===== src/sv/ipv4_subnet_classifier_unit_macros.svh =====
// ---------------------------------------------------------------------------
// ipv4_subnet_classifier_unit_macros.svh
// Assertion helper macros for the subnet classifier.
// ---------------------------------------------------------------------------
`ifndef IPV4_SUBNET_CLASSIFIER_UNIT_MACROS_SVH
`define IPV4_SUBNET_CLASSIFIER_UNIT_MACROS_SVH

// Same-cycle implication, off while reset is high
`define SC_ASSERT_IMPLIES(label, clk, rst, ante, cons) \
  label: assert property (@(posedge clk) disable iff (rst) (ante) |-> (cons)) \
    else $error("assertion failed: implication");

// Next-cycle implication, off while reset is high
`define SC_ASSERT_NEXT(label, clk, rst, ante, cons) \
  label: assert property (@(posedge clk) disable iff (rst) (ante) |=> (cons)) \
    else $error("assertion failed: next-cycle implication");

`endif


===== src/sv/ipv4sc_pkg.sv =====
// ---------------------------------------------------------------------------
// ipv4sc_pkg
// Shared types, codes and helpers for the IPv4 subnet classifier.
// ---------------------------------------------------------------------------
package ipv4sc_pkg;

  // Default number of slots per table
  localparam int DEFAULT_TABLE_DEPTH = 16;

  // Request codes
  localparam logic [1:0] REQ_LOOKUP      = 2'd0;
  localparam logic [1:0] REQ_WR_INTERNAL = 2'd1;
  localparam logic [1:0] REQ_WR_SPECIAL  = 2'd2;
  localparam logic [1:0] REQ_WR_POLICY   = 2'd3;

  // Configuration register indexes
  localparam logic [1:0] CFG_INTERNAL_COUNT = 2'd0;
  localparam logic [1:0] CFG_SPECIAL_COUNT  = 2'd1;
  localparam logic [1:0] CFG_POLICY_COUNT   = 2'd2;

  localparam int CNT_W = 5;
  // Wide enough for any slot, count or depth up to 256
  localparam int CMP_W = 9;

  // Loopback network 127/8
  localparam logic [7:0] LOOPBACK_NET = 8'd127;

  // Sequencer states
  typedef enum logic [1:0] {
    S_IDLE,
    S_SCAN,
    S_DRAIN,
    S_FINISH
  } state_t;

  // Table write enables
  typedef struct packed {
    logic int_we;
    logic spc_we;
    logic pol_we;
  } tbl_we_t;

  // One slot read from each table
  typedef struct packed {
    logic [31:0] int_addr;
    logic [31:0] int_mask;
    logic [31:0] spc_addr;
    logic [31:0] spc_mask;
    logic [7:0]  spc_kind;
    logic [31:0] pol_addr;
  } tbl_rd_t;

  // Masked subnet compare
  function automatic logic masked_hit(input logic [31:0] a, input logic [31:0] m,
                                      input logic [31:0] e);
    return (a & m) == e;
  endfunction

endpackage


===== src/sv/ipv4_subnet_classifier_unit.sv =====
// ---------------------------------------------------------------------------
// ipv4_subnet_classifier_unit
// Classifies an IPv4 address against internal, special and policy tables.
// ---------------------------------------------------------------------------
// Usage:
//   Input channel (in_valid/in_ready) carries one request per transaction:
//   a lookup of query_addr, or a write of one slot of one table.
//   Output channel (out_valid/out_ready) returns one result per request.
//   Config port (cfg_we/cfg_index/cfg_data) sets the three table counts;
//   write it only while no request is outstanding.
//   Lookup: the slots are scanned one per cycle through a single read port
//   on each table, then the sequencer passes S_DRAIN and S_FINISH and the
//   result is loaded into the output register as the block returns to idle.
//   Table write: the sequencer goes straight to S_FINISH, which loads the result.
//   One request at a time.
//   A finished result sits in an output register; while the receiver stalls
//   the block still accepts and scans the next request, then holds it until
//   the output register frees up.
//   Reset clears the counts (an empty internal table marks every address as
//   internal) and the control state; table contents are undefined until
//   written.
// ---------------------------------------------------------------------------
`include "ipv4_subnet_classifier_unit_macros.svh"

module ipv4_subnet_classifier_unit #(
  parameter int TABLE_DEPTH = ipv4sc_pkg::DEFAULT_TABLE_DEPTH
) (
  input  logic        clk,
  input  logic        rst,
  // config
  input  logic        cfg_we,
  input  logic [1:0]  cfg_index,
  input  logic [4:0]  cfg_data,
  // requests
  input  logic        in_valid,
  output logic        in_ready,
  input  logic [1:0]  req_type,
  input  logic [31:0] query_addr,
  input  logic [3:0]  entry_slot,
  input  logic [31:0] entry_addr,
  input  logic [31:0] entry_mask,
  input  logic [7:0]  entry_kind,
  // results
  output logic        out_valid,
  input  logic        out_ready,
  output logic        is_internal,
  output logic [7:0]  addr_type,
  output logic        is_policy,
  output logic        write_done
);
  import ipv4sc_pkg::*;

  localparam int IDX_W = (TABLE_DEPTH > 1) ? $clog2(TABLE_DEPTH) : 1;
  localparam logic [IDX_W-1:0] LAST_IDX = IDX_W'(TABLE_DEPTH - 1);

  state_t           state, state_next;
  logic [IDX_W-1:0] idx, idx_next;
  logic [IDX_W-1:0] rd_idx;
  logic             rd_vld;

  logic [CNT_W-1:0] internal_count, special_count, policy_count;

  logic [31:0]      qaddr;
  logic             is_wr;
  logic             acc_int, acc_spc_found, acc_pol;
  logic [7:0]       acc_kind;

  tbl_we_t          we;
  tbl_rd_t          rd_data;
  logic             in_acc, slot_ok, load_out;
  logic             int_ok, spc_ok, pol_ok;

  assign in_acc  = in_valid && in_ready;
  assign slot_ok = CMP_W'(entry_slot) < CMP_W'(TABLE_DEPTH);

  // Config registers
  always_ff @(posedge clk) begin
    if (rst) begin
      internal_count <= '0;
      special_count  <= '0;
      policy_count   <= '0;
    end else if (cfg_we) begin
      unique case (cfg_index)
        CFG_INTERNAL_COUNT: internal_count <= cfg_data;
        CFG_SPECIAL_COUNT:  special_count  <= cfg_data;
        CFG_POLICY_COUNT:   policy_count   <= cfg_data;
        default: ;
      endcase
    end
  end

  // Tables
  ipv4sc_tables #(
    .TABLE_DEPTH(TABLE_DEPTH),
    .IDX_W      (IDX_W)
  ) u_tables (
    .clk       (clk),
    .we        (we),
    .wr_addr   (IDX_W'(entry_slot)),
    .entry_addr(entry_addr),
    .entry_mask(entry_mask),
    .entry_kind(entry_kind),
    .rd_addr   (idx),
    .rd_data   (rd_data)
  );

  // Sequencer state
  always_ff @(posedge clk) begin
    if (rst) begin
      state  <= S_IDLE;
      idx    <= '0;
      rd_vld <= 1'b0;
    end else begin
      state  <= state_next;
      idx    <= idx_next;
      rd_vld <= (state == S_SCAN);
    end
  end

  // Next state, table writes, output load
  always_comb begin
    state_next = state;
    idx_next   = idx;
    in_ready   = 1'b0;
    load_out   = 1'b0;
    we         = '0;
    unique case (state)
      S_IDLE: begin
        in_ready = 1'b1;
        if (in_valid) begin
          if (req_type == REQ_LOOKUP) begin
            idx_next   = '0;
            state_next = S_SCAN;
          end else begin
            we.int_we  = slot_ok && (req_type == REQ_WR_INTERNAL);
            we.spc_we  = slot_ok && (req_type == REQ_WR_SPECIAL);
            we.pol_we  = slot_ok && (req_type == REQ_WR_POLICY);
            state_next = S_FINISH;
          end
        end
      end
      S_SCAN: begin
        idx_next = idx + IDX_W'(1);
        if (idx == LAST_IDX) begin
          state_next = S_DRAIN;
        end
      end
      S_DRAIN: begin
        state_next = S_FINISH;
      end
      S_FINISH: begin
        if (!out_valid || out_ready) begin
          load_out   = 1'b1;
          state_next = S_IDLE;
        end
      end
      default: state_next = S_IDLE;
    endcase
  end

  // Slot is below each table's count (slot < depth, so no clamp needed)
  assign int_ok = CMP_W'(rd_idx) < CMP_W'(internal_count);
  assign spc_ok = CMP_W'(rd_idx) < CMP_W'(special_count);
  assign pol_ok = CMP_W'(rd_idx) < CMP_W'(policy_count);

  // Scan accumulators
  always_ff @(posedge clk) begin
    rd_idx <= idx;
    if (in_acc) begin
      qaddr         <= query_addr;
      is_wr         <= (req_type != REQ_LOOKUP);
      acc_int       <= (internal_count == '0) || (query_addr[31:24] == LOOPBACK_NET);
      acc_spc_found <= 1'b0;
      acc_kind      <= '0;
      acc_pol       <= 1'b0;
    end else if (rd_vld) begin
      if (int_ok && masked_hit(qaddr, rd_data.int_mask, rd_data.int_addr)) begin
        acc_int <= 1'b1;
      end
      // first hit in slot order wins
      if (!acc_spc_found && spc_ok &&
          masked_hit(qaddr, rd_data.spc_mask, rd_data.spc_addr)) begin
        acc_spc_found <= 1'b1;
        acc_kind      <= rd_data.spc_kind;
      end
      if (pol_ok && (qaddr == rd_data.pol_addr)) begin
        acc_pol <= 1'b1;
      end
    end
  end

  // Output register
  always_ff @(posedge clk) begin
    if (rst) begin
      out_valid <= 1'b0;
    end else if (load_out) begin
      out_valid <= 1'b1;
    end else if (out_ready) begin
      out_valid <= 1'b0;
    end
  end

  always_ff @(posedge clk) begin
    if (load_out) begin
      is_internal <= !is_wr && acc_int;
      addr_type   <= is_wr ? 8'd0 : acc_kind;
      is_policy   <= !is_wr && acc_pol;
      write_done  <= is_wr;
    end
  end

  // Assertions
  `SC_ASSERT_IMPLIES(a_wr_result_clean, clk, rst, out_valid && write_done, !is_internal && addr_type == 8'd0 && !is_policy)
  `SC_ASSERT_NEXT(a_lookup_starts_scan, clk, rst, in_valid && in_ready && req_type == REQ_LOOKUP, state == S_SCAN && idx == '0)
  `SC_ASSERT_IMPLIES(a_drain_has_data, clk, rst, state == S_DRAIN, rd_vld)
  `SC_ASSERT_IMPLIES(a_idle_no_scan, clk, rst, in_ready, !rd_vld)

endmodule


===== src/sv/ipv4sc_tables.sv =====
// ---------------------------------------------------------------------------
// ipv4sc_tables
// Internal, special and policy tables; one write port, one registered read.
// ---------------------------------------------------------------------------
module ipv4sc_tables #(
  parameter int TABLE_DEPTH = ipv4sc_pkg::DEFAULT_TABLE_DEPTH,
  parameter int IDX_W       = (TABLE_DEPTH > 1) ? $clog2(TABLE_DEPTH) : 1
) (
  input  logic                clk,
  input  ipv4sc_pkg::tbl_we_t we,
  input  logic [IDX_W-1:0]    wr_addr,
  input  logic [31:0]         entry_addr,
  input  logic [31:0]         entry_mask,
  input  logic [7:0]          entry_kind,
  input  logic [IDX_W-1:0]    rd_addr,
  output ipv4sc_pkg::tbl_rd_t rd_data
);
  import ipv4sc_pkg::*;

  logic [63:0] int_mem [TABLE_DEPTH];
  logic [71:0] spc_mem [TABLE_DEPTH];
  logic [31:0] pol_mem [TABLE_DEPTH];

  // Writes
  always_ff @(posedge clk) begin
    if (we.int_we) begin
      int_mem[wr_addr] <= {entry_addr, entry_mask};
    end
    if (we.spc_we) begin
      spc_mem[wr_addr] <= {entry_addr, entry_mask, entry_kind};
    end
    if (we.pol_we) begin
      pol_mem[wr_addr] <= entry_addr;
    end
  end

  // Registered reads, all tables at the same slot
  always_ff @(posedge clk) begin
    {rd_data.int_addr, rd_data.int_mask} <= int_mem[rd_addr];
    {rd_data.spc_addr, rd_data.spc_mask, rd_data.spc_kind} <= spc_mem[rd_addr];
    rd_data.pol_addr <= pol_mem[rd_addr];
  end

endmodule

===== config.mk =====
export PLATFORM = sky130hd
export DESIGN_NAME = ipv4_subnet_classifier_unit
export DESIGN_NICKNAME = d
export VERILOG_FILES = /design/src/sv/ipv4sc_pkg.sv /design/src/sv/ipv4_subnet_classifier_unit.sv /design/src/sv/ipv4sc_tables.sv
export VERILOG_INCLUDE_DIRS = /design/src /design/src/sv
export SDC_FILE = /design/constraint.sdc
export NUM_CORES = 2
export LEC_CHECK = 0
export ABC_AREA = 1
export ABC_CLOCK_PERIOD_IN_PS = 14300
export BUFFER_PORTS_ARGS = -buffer_cell sky130_fd_sc_hd__buf_2
export CELL_PAD_IN_SITES_DETAIL_PLACEMENT = 1
export CELL_PAD_IN_SITES_GLOBAL_PLACEMENT = 2
export CORE_MARGIN = 1.5
export CORE_UTILIZATION = 30
export CTS_CLUSTER_SIZE = 24
export DETAILED_ROUTE_END_ITERATION = 10
export MAX_ROUTING_LAYER = met4
export PLACE_DENSITY = 0.66
export SYNTH_ARGS = -nofsm -noshare
export SYNTH_HDL_FRONTEND = slang
export SYNTH_SLANG_ARGS = --single-unit

===== constraint.sdc =====
create_clock -name clk -period 14.3 [get_ports clk]
set_input_delay 0 -clock clk [delete_from_list [all_inputs] [get_ports clk]]
set_output_delay 0 -clock clk [all_outputs]
set_load 0.03 [all_outputs]

### Word-level counts from Yosys, hierarchy flattened

Memory sizes are Yosys's and may differ from the RTL's. A register that Yosys moved wholly into a read port is not among the register bits.
Index checks and enable logic that the tools add are counted.
W data, S select, Z words.

* bits in registers: 82
* memory bits (writable): 2688
* input port bits: 122
* output and inout bits: 13
* logic and storage cells: 98
* memories: 3

* $add $sub $neg: 1
* order comparisons: 3
* equal/unequal tests: 17
* muxes and demuxes: 25
* bitwise logic cells: 2
* reduce and logical (&&, ||, !) cells: 29

Memories
* u_tables.spc_mem: depth 16, bits a word 72, rd ports 1, clocked after Yosys merged registers in 1, write ports 1, RTL line ipv4sc_tables.sv:21 `logic [71:0] spc_mem [TABLE_DEPTH];`
* u_tables.int_mem: depth 16, bits a word 64, rd ports 1, clocked after Yosys merged registers in 1, write ports 1, RTL line ipv4sc_tables.sv:20 `logic [63:0] int_mem [TABLE_DEPTH];`
* u_tables.pol_mem: depth 16, bits a word 32, rd ports 1, clocked after Yosys merged registers in 1, write ports 1, RTL line ipv4sc_tables.sv:22 `logic [31:0] pol_mem [TABLE_DEPTH];`

Operators with widths (count)
* $eq A32 B32 Y1: 3
* $and A32 B32 Y32: 2
* $lt A4 B5 Y1: 3
* $mux W1: 14
* $reduce_and A2 Y1: 6
* $eq A2 B2 Y1 const B: 5
* $reduce_bool A2 Y1: 5
* $mux W3: 3
* $eq A8 B7 Y1 const B: 1
* $mux W2: 4
* $mux W4: 2
* $pmux W2 S4: 1
* $pmux W4 S2: 1
* $logic_and A1 B1 Y1: 7
* $eq A2 B1 Y1 const B: 3
* $logic_not A2 Y1: 3
* $ne A2 B2 Y1 const B: 3
* $reduce_and A3 Y1: 2
* $logic_not A5 Y1: 1
* $add A4 B1 Y4 const B: 1
* $eq A4 B4 Y1 const B: 1
* $logic_not A1 Y1: 3
* $logic_or A1 B1 Y1: 2
* $ne A2 B1 Y1 const B: 1

### Logic depth before layout (Yosys ltp)

* word-level depth: 6
* depth in mapped cells: 13
* gate-level depth less buffers: 13

### By module

From an unflattened synthesis, not the netlist that was laid out.

* cell total of the unflattened synthesis: 10819
* area total of the unflattened synthesis: 120201.5 um^2

Modules (own cells, without submodules)
* ipv4sc_tables: instances 1, cells each 10091, area an instance 115100.4 um^2, sequential area each 84080.6 um^2
* ipv4_subnet_classifier_unit: instances 1, cells each 728, area an instance 5101.1 um^2, sequential area each 2092.0 um^2

### Worst setup path before layout

Ideal clock, no wire load.

* path kind: flip-flop to flip-flop
* from: reg state[0]
* to: mem u_tables.spc_mem[0][0] (enable)
* library setup time: 503 ps
* arrival time: 5521 ps
* required time: 13797 ps
* slack: 8276 ps
* stages on the path, launching flop included: 8
* buffers on the path: 1
* clock period less this slack: 6024 ps
* path through: dfxtp_1 > inv_1 > ha_1 > nand2_1 > inv_1 > nand3_1 > clkbuf_1 > nor2_1

* longest elaborated chain between the ends: 4

Ends and longest elaborated chain
* from (decl): RTL line ipv4_subnet_classifier_unit.sv:56 `state_t state, state_next;`
* from (signal assigned): RTL line ipv4_subnet_classifier_unit.sv:114 `state <= state_next;`
* $logic_not A2 Y1: RTL line ipv4_subnet_classifier_unit.sv:127 `unique case (state)`
* $mux W3: RTL line ipv4_subnet_classifier_unit.sv:127
* $mux W1: RTL line ipv4sc_tables.sv:29 `if (we.spc_we) begin`
* $mux W1 (implied by the code): RTL line ipv4sc_tables.sv:30 `spc_mem[wr_addr] <= {entry_addr, entry_mask, entry_kind};`
* to (decl): RTL line ipv4sc_tables.sv:21

Every way passes these cells.

### Worst setup path in the final report

* from: reg state[0]
* to: mem u_tables.spc_mem[14][6] (enable)

Same word-level chain as after synthesis.

==> metrics <==
run status complete, no violations; Clock H-tree levels 5; GPL Wtd Cong 0.8689; Yosys top cell area share 0.7300; synth top area cells edfxtp_1, nor2_1, dfxtp_1; CTS Buf Count 317; Cells after Synth about 8000; crit path time final 5.422 ns; postcts setup bufs 0; Critical Path Fanout Max 49; relative slew slack 0.09898; via/cell ratio 5.178; Yosys reg bits between 2000 and 3000; WP data arrival 5.91 ns; post-synthesis simple-gate area fraction 0.09015; pin count of the biggest net entering global routing 199; initial antenna violation count between 40 and 50; Synth Area in Compound Gates 0.09040; max_cap viols 0; Slew @ Worst Pin around 1.4 ns; IO Pins 135; port buffer count roughly 130; Die Y-Extent 615.2 um; non-filler instance count after layout between 10000 and 15000; RSZ-0062 raised after global routing false; syn_area_per_cell 14.06 sq um; skew final 0.05747 ns; CTS tree done; cell accounting for the most synthesized area edfxtp_1; Post-Synth XOR/XNOR Area 0.002805; via count 69820; worst skew pair latency 0.89 ns; clock slew at reported path FFs 0.08 ns; Leak 41.28 nW; row count 224; Area after DPL 118500 sq um; largest family of logic cells by synthesized area compound AO/OA/AOI/OAI gates; Die W around 600 um; fmax ~180 MHz; count of cell types in the netlist 33; WL per Instance 27.32 um; Slew Viols, Final 0; Ys Warns 0; Tcrit/Tclk final 0.3792; VDD IR max 109.8 uV; Finish-stage setup viols 0; post-DP HPWL 206.7 mm; Layout area overhead 16.18%; root buf cell clkbuf_16; share of layout cells above drive strength 1 0.09193; Finished Core Util 0.3504; Worst setup EP type register; synthesized cell area 112400 sq um; die area 378400 sq um; Placed Cells 12710; mux cell area share after synthesis 0.02466; initial core utilization 0.3016; CTS Buffer Depth 4; final WL 368.3 mm; PwrDens between 150 and 200 nW/um^2; setup tns final 0 ns; GRT Total Usage 0.1957; final hold viol count 0; Worst EP required 14.79 ns; total power 20.70 mW; final instance area 130600 sq um; vias in the first global route a little over 70000; worst hold path class input port to register; first-pass GRT wire length 525.2 mm; NumNets Final 8356; GR Overflow Total 0; critical path class register to register; CP startpoint kind register; drt first pass iters 5; sequential share of the synthesized area 0.7665; initial DRC count 6038; Routed Antenna Nets 0; Post-route DRC 0; adder and majority gate portion of the synthesized area 0.001558; Clock Sinks about 2900; Core ar. 372800 sq um; Syn Nets 8130
==> synthesized netlist by cell type (all sizes together) <==
library cell and instances:
nand4 15, a21oi 24, or2 3, o21ai 776, nand3 332, o221ai 219, nand2 575, mux2i 277
o211ai 118, o22ai 60, clkbuf 387, a21boi 2, ha 14, edfxtp 2733, inv 111, a22oi 1
a211oi 1, xor2 21, and2 1, o32ai 336, xnor2 15, dfxtp 205, nand3b 9, nor3 8
a31oi 1, nor2 1622, buf 128
==> layout make-up <==
cell class | instances | area (sq um)
Antenna cell | 37 | 92.59
Clock buffer | 434 | 8920
Clock inverter | 139 | 1451
Fill cell | 38870 | 242100
Inverter | 111 | 444.2
Multi-Input combinational cell | 4430 | 23940
Sequential cell | 2938 | 86180
Tap cell | 4972 | 6221
Timing Repair Buffer | 422 | 3353
==> path summary, 6_finish.rpt <==
kind | from | to | slack (ns) | cells after the start
setup / recovery | state[0] | u_tables.spc_mem[14][6] | 8.88 | 7
hold / removal | req_type[0] | state[1] | 0.06 | 5
setup reg to reg | state[0] | u_tables.spc_mem[14][6] | 8.88 | 7
hold reg to reg | policy_count[0] | policy_count[0] | 0.46 | 2
==> logic make-up after synthesis <==
logic type | count (synthesis)
AOI/OAI and AO/OA | 1538
DFF | 2938
adders and majority gates | 14
xor gates and xnor gates | 36
buffers and inverters | 626
muxes | 277
and+or+nand+nor | 2565
==> report_power, final <==
part,leakage (nW),switching (mW),internal (mW),total (mW)
logic,9.87,1.75,0.718,2.47
registers,26.3,0.358,9.62,9.98
clock network,5.10,3.40,4.86,8.26
total,41.3,5.51,15.2,20.7
==> cell usage in the layout, fill, tap and decap left out, drive strengths merged, types with 15 or more instances in the layout <==
master,count
inv,118
a21oi,24
dfxtp,205
mux2i,277
o211ai,118
o32ai,336
xor2,21
buf,259
nand4,15
o221ai,219
dlygate4sd3,163
nor2,1622
xnor2,15
diode,37
nand3,332
o22ai,60
nand2,575
edfxtp,2733
o21ai,776
clkinv,101
bufinv,27
clkbuf,434
==> worst max-delay path, cell delays in order (launching register included) <==
cell and delay [ns]:
dfxtp_1 0.34, inv_1 0.12, ha_1 0.27, nand2_1 0.34
inv_2 0.83, nand3_2 0.95, nor2_4 1.16, buf_4 0.89
==> per-layer routing <==
layer	vias to the layer above	share of wire	global-route usage
met2	1795	0.49	0.3214
met3	521	0.048	0.02349
met5	-	0	-
li1	30550	-	-
met4	0	0.035	0.06665
met1	36950	0.43	0.2510
==> metrics by stage <==
stage | worst slack [ns] | hold slack [ns]
finish | 8.878 | 0.05817
global placement | 9.096 | 0.1840
floorplan | 8.276 | 0.06907
global route | 8.636 | 0.006480
CTS | 8.877 | 0.002051
detailed placement | 8.904 | 0.1790
==> state kept, by name (all words and copies together) (netlist names), 2 cells and up <==
register          cells
u_tables.pol_mem    512
addr_type             8
internal_count        5
idx                   4
qaddr                32
special_count         5
policy_count          5
rd_idx                4
u_tables.spc_mem   1152
state                 2
u_tables.rd_data    168
u_tables.int_mem   1024
acc_kind              8
==> what timing repair did <==
action,4_1_cts,5_1_grt
hold buffers,163,0
hold endpoints to repair,2765,0
gates resized for setup,0,0
No activity file was read; power rests on OpenSTA's default activity.
